**src/hw/rtl/rllt_pkg.sv**
```systemverilog
// Shared types, sizes and helpers for the run-length line table.
package rllt_pkg;

    localparam int MAX_RUNS    = 256;
    localparam int OFFSET_BITS = 16;
    localparam int LINE_W      = 16;
    localparam int POS_W       = OFFSET_BITS + 1;
    localparam int IDX_W       = $clog2(MAX_RUNS);
    localparam int CNT_W       = $clog2(MAX_RUNS + 1);

    localparam logic [POS_W-1:0] POS_MAX = {POS_W{1'b1}};

    // Request codes
    localparam logic REQ_APPEND = 1'b0;
    localparam logic REQ_LOOKUP = 1'b1;

    // One run as held in the table memory
    typedef struct packed {
        logic [LINE_W-1:0] line;
        logic [POS_W-1:0]  start;
        logic [POS_W-1:0]  len;
    } run_entry_t;

    localparam int ENTRY_W = $bits(run_entry_t);

    typedef enum logic {
        ST_IDLE,
        ST_SCAN
    } rllt_state_t;

    // Control from top level to the scanner
    typedef struct packed {
        logic                   start;
        logic [OFFSET_BITS-1:0] ofs;
    } scan_req_t;

    // Answer from the scanner
    typedef struct packed {
        logic              done;
        logic [LINE_W-1:0] line;
        logic              hit;
    } scan_rsp_t;

    // Saturating add on positions and lengths
    function automatic logic [POS_W-1:0] sat_add(input logic [POS_W-1:0] a,
                                                 input logic [POS_W-1:0] b);
        logic [POS_W:0] s;
        s = {1'b0, a} + {1'b0, b};
        return s[POS_W] ? POS_MAX : s[POS_W-1:0];
    endfunction

endpackage

```
**src/hw/rtl/rllt_scan.sv**
```systemverilog
// Lookup scanner: streams runs out of the table memory and compares each.
module rllt_scan (
    input  logic                      clk,
    input  logic                      rst_n,
    input  rllt_pkg::scan_req_t       req,
    input  logic [rllt_pkg::CNT_W-1:0] run_count,
    output logic                      rd_en,
    output logic [rllt_pkg::IDX_W-1:0] rd_addr,
    input  rllt_pkg::run_entry_t      rd_data,
    output rllt_pkg::scan_rsp_t       rsp
);

    import rllt_pkg::*;

    logic [OFFSET_BITS-1:0] ofs_reg;
    logic [IDX_W-1:0]       rd_idx_reg, rd_idx_next;
    logic                   issue_reg, issue_next;
    logic                   cmp_valid_reg, cmp_valid_next;
    logic [IDX_W-1:0]       cmp_idx_reg;
    logic [CNT_W-1:0]       last_cnt;
    logic [POS_W-1:0]       ofs_ext;
    logic [POS_W:0]         end_pos;
    logic                   hit;
    logic                   at_last;
    logic                   done;

    assign last_cnt = run_count - CNT_W'(1);

    // Compare stage: the entry read last cycle
    assign ofs_ext = {1'b0, ofs_reg};
    assign end_pos = {1'b0, rd_data.start} + {1'b0, rd_data.len};
    assign hit     = (ofs_ext >= rd_data.start) && ({1'b0, ofs_ext} < end_pos);
    assign at_last = ({1'b0, cmp_idx_reg} == last_cnt);
    assign done    = cmp_valid_reg && (hit || at_last);

    assign rsp.done = done;
    assign rsp.line = rd_data.line;
    assign rsp.hit  = hit;

    assign rd_en   = issue_reg;
    assign rd_addr = rd_idx_reg;

    // Issue and compare control
    always_comb
    begin
        rd_idx_next    = rd_idx_reg;
        issue_next     = issue_reg;
        cmp_valid_next = issue_reg && !done;
        if (req.start)
        begin
            rd_idx_next    = '0;
            issue_next     = 1'b1;
            cmp_valid_next = 1'b0;
        end
        else if (done)
        begin
            issue_next = 1'b0;
        end
        else if (issue_reg)
        begin
            // stop issuing once the last valid run has been read
            if ({1'b0, rd_idx_reg} == last_cnt)
            begin
                issue_next = 1'b0;
            end
            else
            begin
                rd_idx_next = rd_idx_reg + IDX_W'(1);
            end
        end
    end

    always_ff @(posedge clk or negedge rst_n)
    begin
        if (!rst_n)
        begin
            rd_idx_reg    <= '0;
            issue_reg     <= 1'b0;
            cmp_valid_reg <= 1'b0;
        end
        else
        begin
            rd_idx_reg    <= rd_idx_next;
            issue_reg     <= issue_next;
            cmp_valid_reg <= cmp_valid_next;
        end
    end

    // Payload
    always_ff @(posedge clk)
    begin
        if (req.start)
        begin
            ofs_reg <= req.ofs;
        end
        cmp_idx_reg <= rd_idx_reg;
    end

endmodule

```
**config.mk**
```make
export PLATFORM = sky130hd
export DESIGN_NAME = rllt_scan
export DESIGN_NICKNAME = d
export VERILOG_FILES = /design/src/hw/rtl/rllt_pkg.sv /design/src/hw/rtl/rllt_scan.sv
export SDC_FILE = /design/constraint.sdc
export NUM_CORES = 1
export LEC_CHECK = 0
export ABC_AREA = 1
export BUFFER_PORTS_ARGS = -buffer_cell sky130_fd_sc_hd__buf_2
export CAP_MARGIN = 0
export CORE_ASPECT_RATIO = 1.5
export CORE_MARGIN = 2
export CORE_UTILIZATION = 45
export DETAILED_ROUTE_END_ITERATION = 16
export PLACE_DENSITY = 0.71
export SLEW_MARGIN = 0
export SYNTH_ARGS = -nofsm -noshare
export SYNTH_HDL_FRONTEND = slang
export SYNTH_SLANG_ARGS = --single-unit
```
**constraint.sdc**
```tcl
create_clock -name clk -period 4.99 [get_ports clk]
set_input_delay 0.998 -clock clk [delete_from_list [all_inputs] [get_ports clk]]
set_output_delay 0.998 -clock clk [all_outputs]
set_load 0.03 [all_outputs]
```
-- Yosys cells after proc, flatten, opt, wreduce, memory -nomap -nowiden
Index checks and enable logic that the tools add are counted.
- mux-type cells: 9
- $lt $le $gt $ge: 2
- eq/ne operators: 4
- reductions and logical operators: 7
- add/sub/neg operators: 3
- operators with widths (cell ; count):
    $mux 8 ; 4
    $add 17x17->18 ; 1
    $eq 8x9->1 ; 2
    $lt 16x18->1 ; 1
    $ge 16x17->1 ; 1
    $sub 9x1->9 const B ; 1
    $add 8x1->8 const B ; 1
    $mux 1 ; 5
    $ne 2x2->1 const B ; 2
    $logic_and 1x1->1 ; 3
    $reduce_and 3->1 ; 1
    $reduce_bool 2->1 ; 1
    $logic_not 1->1 ; 1
    $logic_or 1x1->1 ; 1
- input bits: 78
- output and inout bits: 27
- register bits: 34
- logic and storage cells: 30

-- Logic depth before layout (Yosys ltp)
- word-level depth: 8
- gate-level depth with buffers: 26
- gate-level depth less buffers: 26

-- Worst setup path after synthesis
Ideal clock, no wire load.
- kind: input port to output port
- from: input rd_data[0] (netlist name)
- to: output rsp[17] (netlist name)
- cell stages on the path: 25
- data arrival time: 3433 ps
- slack: 559 ps
- data required time: 3992 ps
- cell sequence: ha_1 -> inv_1 -> fa_1 -> inv_1 -> nand2_1 -> nand2_1 -> nand3_1 -> nand2_2 -> inv_1 -> o21bai_1 -> xnor2_1 -> ha_1 -> inv_1 -> nor3_1 -> nor3_1 -> nand2_1 -> nand2_1 -> nand2_1 -> nand2_1 -> nand2_2 -> nand2_2 -> nand2_2 -> buf_6 -> inv_2 -> buf_4
- cells in the longest elaborated chain, start to end: 5
- ends and longest elaborated chain (what ; line ; source):
    from (decl) ; rllt_scan.sv:9 ; input rllt_pkg::run_entry_t rd_data,
    $add 17x17->18 ; rllt_scan.sv:31 ; assign end_pos = {1'b0, rd_data.start} + {1'b0, rd_data.len};
    $lt 16x18->1 ; rllt_scan.sv:32 ; assign hit = (ofs_ext >= rd_data.start) && ({1'b0, ofs_ext} < end_pos);
    $logic_and 1x1->1 ; rllt_scan.sv:32 ;
    $logic_or 1x1->1 ; rllt_scan.sv:34 ; assign done = cmp_valid_reg && (hit || at_last);
    $logic_and 1x1->1 ; rllt_scan.sv:34 ;
    to (decl) ; rllt_scan.sv:10 ; output rllt_pkg::scan_rsp_t rsp
No other way between the ends.

==> out/results.txt <==
I/O pin total - 105
core box area - 7510 um^2
final wirelength - 8.03 mm
area leader, netlist - ha_1
Initial Util - 0.456
most frequent cells in the layout - nand2_1, buf_2, inv_1
vias in the first global route - 3171
maximum clock path buffer count - 2
fin crit share - 0.934
Initial DRT Pass Iterations - 4
WHS Endpoint - cmp_idx_reg[7]$_DFF_P_
CTS clock-pin slew for the worst setup and hold paths - 0.05 ns
reg2reg setup slack - 2.73 ns
Synth Area in Compound Gates - 0.0617
Syn Inst Count - 467
PD cells - 259 nW/um^2
max-slew violation count - 0
worst-margin pin slew - 0.487 ns
Cell Rows - 39
setup TNS - 0 ns
Gate power share - 0.337
post-synthesis mux area share - 0
Worst VDD drop - 0.254 mV
Min-Delay Path Depth - 0
Filler cells - 788
worst reg2reg path startpoint - ofs_reg[4]$_DFFE_PP_
first-pass GRT wire length - 13.3 mm
Clk Tree Root Cell - clkbuf_16
internal power - 0.000687 W
Final Cell Area - 3960 um^2
port bufs - 72
WP data arrival - 3.66 ns
synth warn - 0
Avg Inst Size Synth - 7.34 um^2
Sw Pwr - 0.000341 W
Total Die Area - 8350 um^2
Final Total Pwr - 0.00103 W
post-synthesis sequential area ratio - 0.260
routed len/inst - 12.7 um
proportion of netlist area held by the largest area contributor - 0.182
Final min period - 4.66 ns
die width - 75.3 um
largest net degree at the start of global routing - 19
relative slew slack - 0.676
Final GP Congestion - 0.893
RSZ-0062 raised after global routing - false
Num CTS Buffers - 5
die height - 111 um
WP data required - 3.99 ns
final setup fails - 0
CTS Hold Bufs - 0
Routed Antenna Nets - 0
CTS tree - yes
Clk Latency, worst-skew pair - 0.28 ns
Hold Path Origin - rd_addr[7]$_DFFE_PN0P_
initial antenna violation count - 0
Setup crit end kind - primary output
xor/xnor share of the synthesized area - 0.0814
Setup Skew - 0.00554 ns
flops & latches, synth - 34
Nets - 657
Hold Crit Class - reg2reg
area of placed instances - 3770 um^2
drt drc - 0
share of post-route cells with drive strength above 1 - 0.198
CP startpoint kind - input pin
Pleak - 2.19 nW
CTS Sinks - 34
WS Path Type - in2out
largest family of logic cells by synthesized area - simple AND/OR/NAND/NOR gates
antenna cells - 0
register share of total power - 0.327
Via density - 5.08
Register Area - 891 um^2
r2r worst-path depth - 14
Mapped Nets - 596
Max Cap Violations - 0
status - finished clean
RR Endpoint - rd_addr[7]$_DFFE_PN0P_
total track usage - 0.204
commonest non-fill, non-tap cell in the layout - nand2_1
synthesized area - 3430 um^2
Max H-tree Level - 2
endpoints failing hold - 0
worst-path fanout max - 4
f_max - 215 MHz
Synth area leaders - ha_1, edfxtp_1, nand2_1
max reg flops - 16
Post-Synth Adder-Cell Area - 0.188
Multi-input gate area - 2130 um^2
Sw Ratio - 0.331
Syn-to-layout area delta - 15.6%
Vias - 3205
post-DP HPWL - 6.78 mm
synth unique cells - 31
clock network power share - 0.336
initial DRC count - 107
hold slack - 0.489 ns
GRT Residual Overflow - 0
simple-gate share of the synthesized area - 0.285
## stage by stage
| step | utilization | cells | worst slack [ns] |
|---|---|---|---|
| final | 0.527 | 631 | 0.329 |
| after global routing | 0.527 | 631 | 0.0298 |
| after CTS | 0.524 | 630 | 0.263 |
| after detailed placement | 0.502 | 622 | 0.265 |
| after global placement | 0.502 | 622 | 0.305 |
| after floorplan | - | 467 | 0.559 |
## metal layers
| layer | vias up | share of wire | GRT usage |
|---|---|---|---|
| met1 | 1465 | 0.37 | 0.201 |
| met4 | 0 | 0.028 | 0.0901 |
| met5 | - | 0 | 0 |
| met3 | 19 | 0.048 | 0.0336 |
| li1 | 1633 | - | - |
| met2 | 88 | 0.55 | 0.390 |
## worst max path at each step
stage                    to  slack [ns]        start  depth (start not counted)
global route        rsp[17]        0.03  rd_data[17]                         25
global placement    rsp[17]        0.31  rd_data[17]                         25
CTS                 rsp[17]        0.26  rd_data[17]                         25
floorplan           rsp[17]        0.56   rd_data[0]                         25
detailed placement  rsp[17]        0.26  rd_data[17]                         25
finish              rsp[17]        0.33  rd_data[17]                         25
## cell type report
type | count | area share
inverter | 73 | 0.0691
sequential | 34 | 0.225
clock buffer | 8 | 0.0423
multi-input combinational | 340 | 0.536
tap | 102 | 0.0322
timing repair buffer | 74 | 0.0953
## synthesized netlist by cell type
cell,instances
or2_1,1
xor2_2,1
a31oi_1,3
o21bai_1,1
o21ai_1,1
a21oi_1,22
buf_2,1
nand4_1,18
o21ai_0,8
inv_2,8
nand2_2,7
nand2_1,110
nor2_1,36
a21o_1,4
nor3_1,5
dfrtp_1,10
nor2_4,1
nor2_2,4
nand3_1,31
nand3b_1,4
nand3_2,2
xnor2_1,5
ha_1,50
buf_6,1
clkinv_1,2
inv_1,63
edfxtp_1,16
fa_1,1
buf_4,18
dfxtp_1,8
xor2_1,25
## power by group through the flow
stage          logic [W]  registers (W)  clock network (W)
6_report        0.000346       0.000336           0.000345
5_1_grt         0.000399       0.000339           0.000362
4_1_cts         0.000346       0.000336           0.000355
3_5_place_dp    0.000344       0.000341                  0
3_3_place_gp    0.000337       0.000341                  0
2_1_floorplan   0.000261       0.000347                  0
## critical path, cell delays in order
cell	delay (ns)
buf_2	0.11
ha_4	0.15
inv_1	0.05
fa_1	0.39
inv_1	0.07
nand2_1	0.05
nand2_1	0.08
nand3_1	0.08
nand2_2	0.12
inv_1	0.05
o21bai_1	0.22
xnor2_1	0.10
ha_1	0.27
inv_1	0.04
nor3_1	0.19
nand2_1	0.08
nand2_1	0.06
nand2_1	0.04
nand2_1	0.05
nand2_1	0.05
nand2_2	0.07
nand2_2	0.05
nand2_2	0.09
inv_2	0.03
clkbuf_4	0.17
## logic make-up (layout without fill, tap and decap cells)
family / count (synthesis) / after routing
buffers and inverters: 93 / 155
AO/OA/AOI/OAI: 39 / 39
XOR/XNOR: 31 / 31
AND/OR/NAND/NOR: 219 / 219
adder cells (fa/ha/maj): 51 / 51
flip-flops: 34 / 34
## what timing repair did
| item | in CTS | in global routing |
|---|---|---|
| endpoints found under the setup margin | 0 | 1 |
| gates resized for setup | 0 | 3 |
| buffers inserted | 0 | 1 |
(Power assumes the default switching activity.)
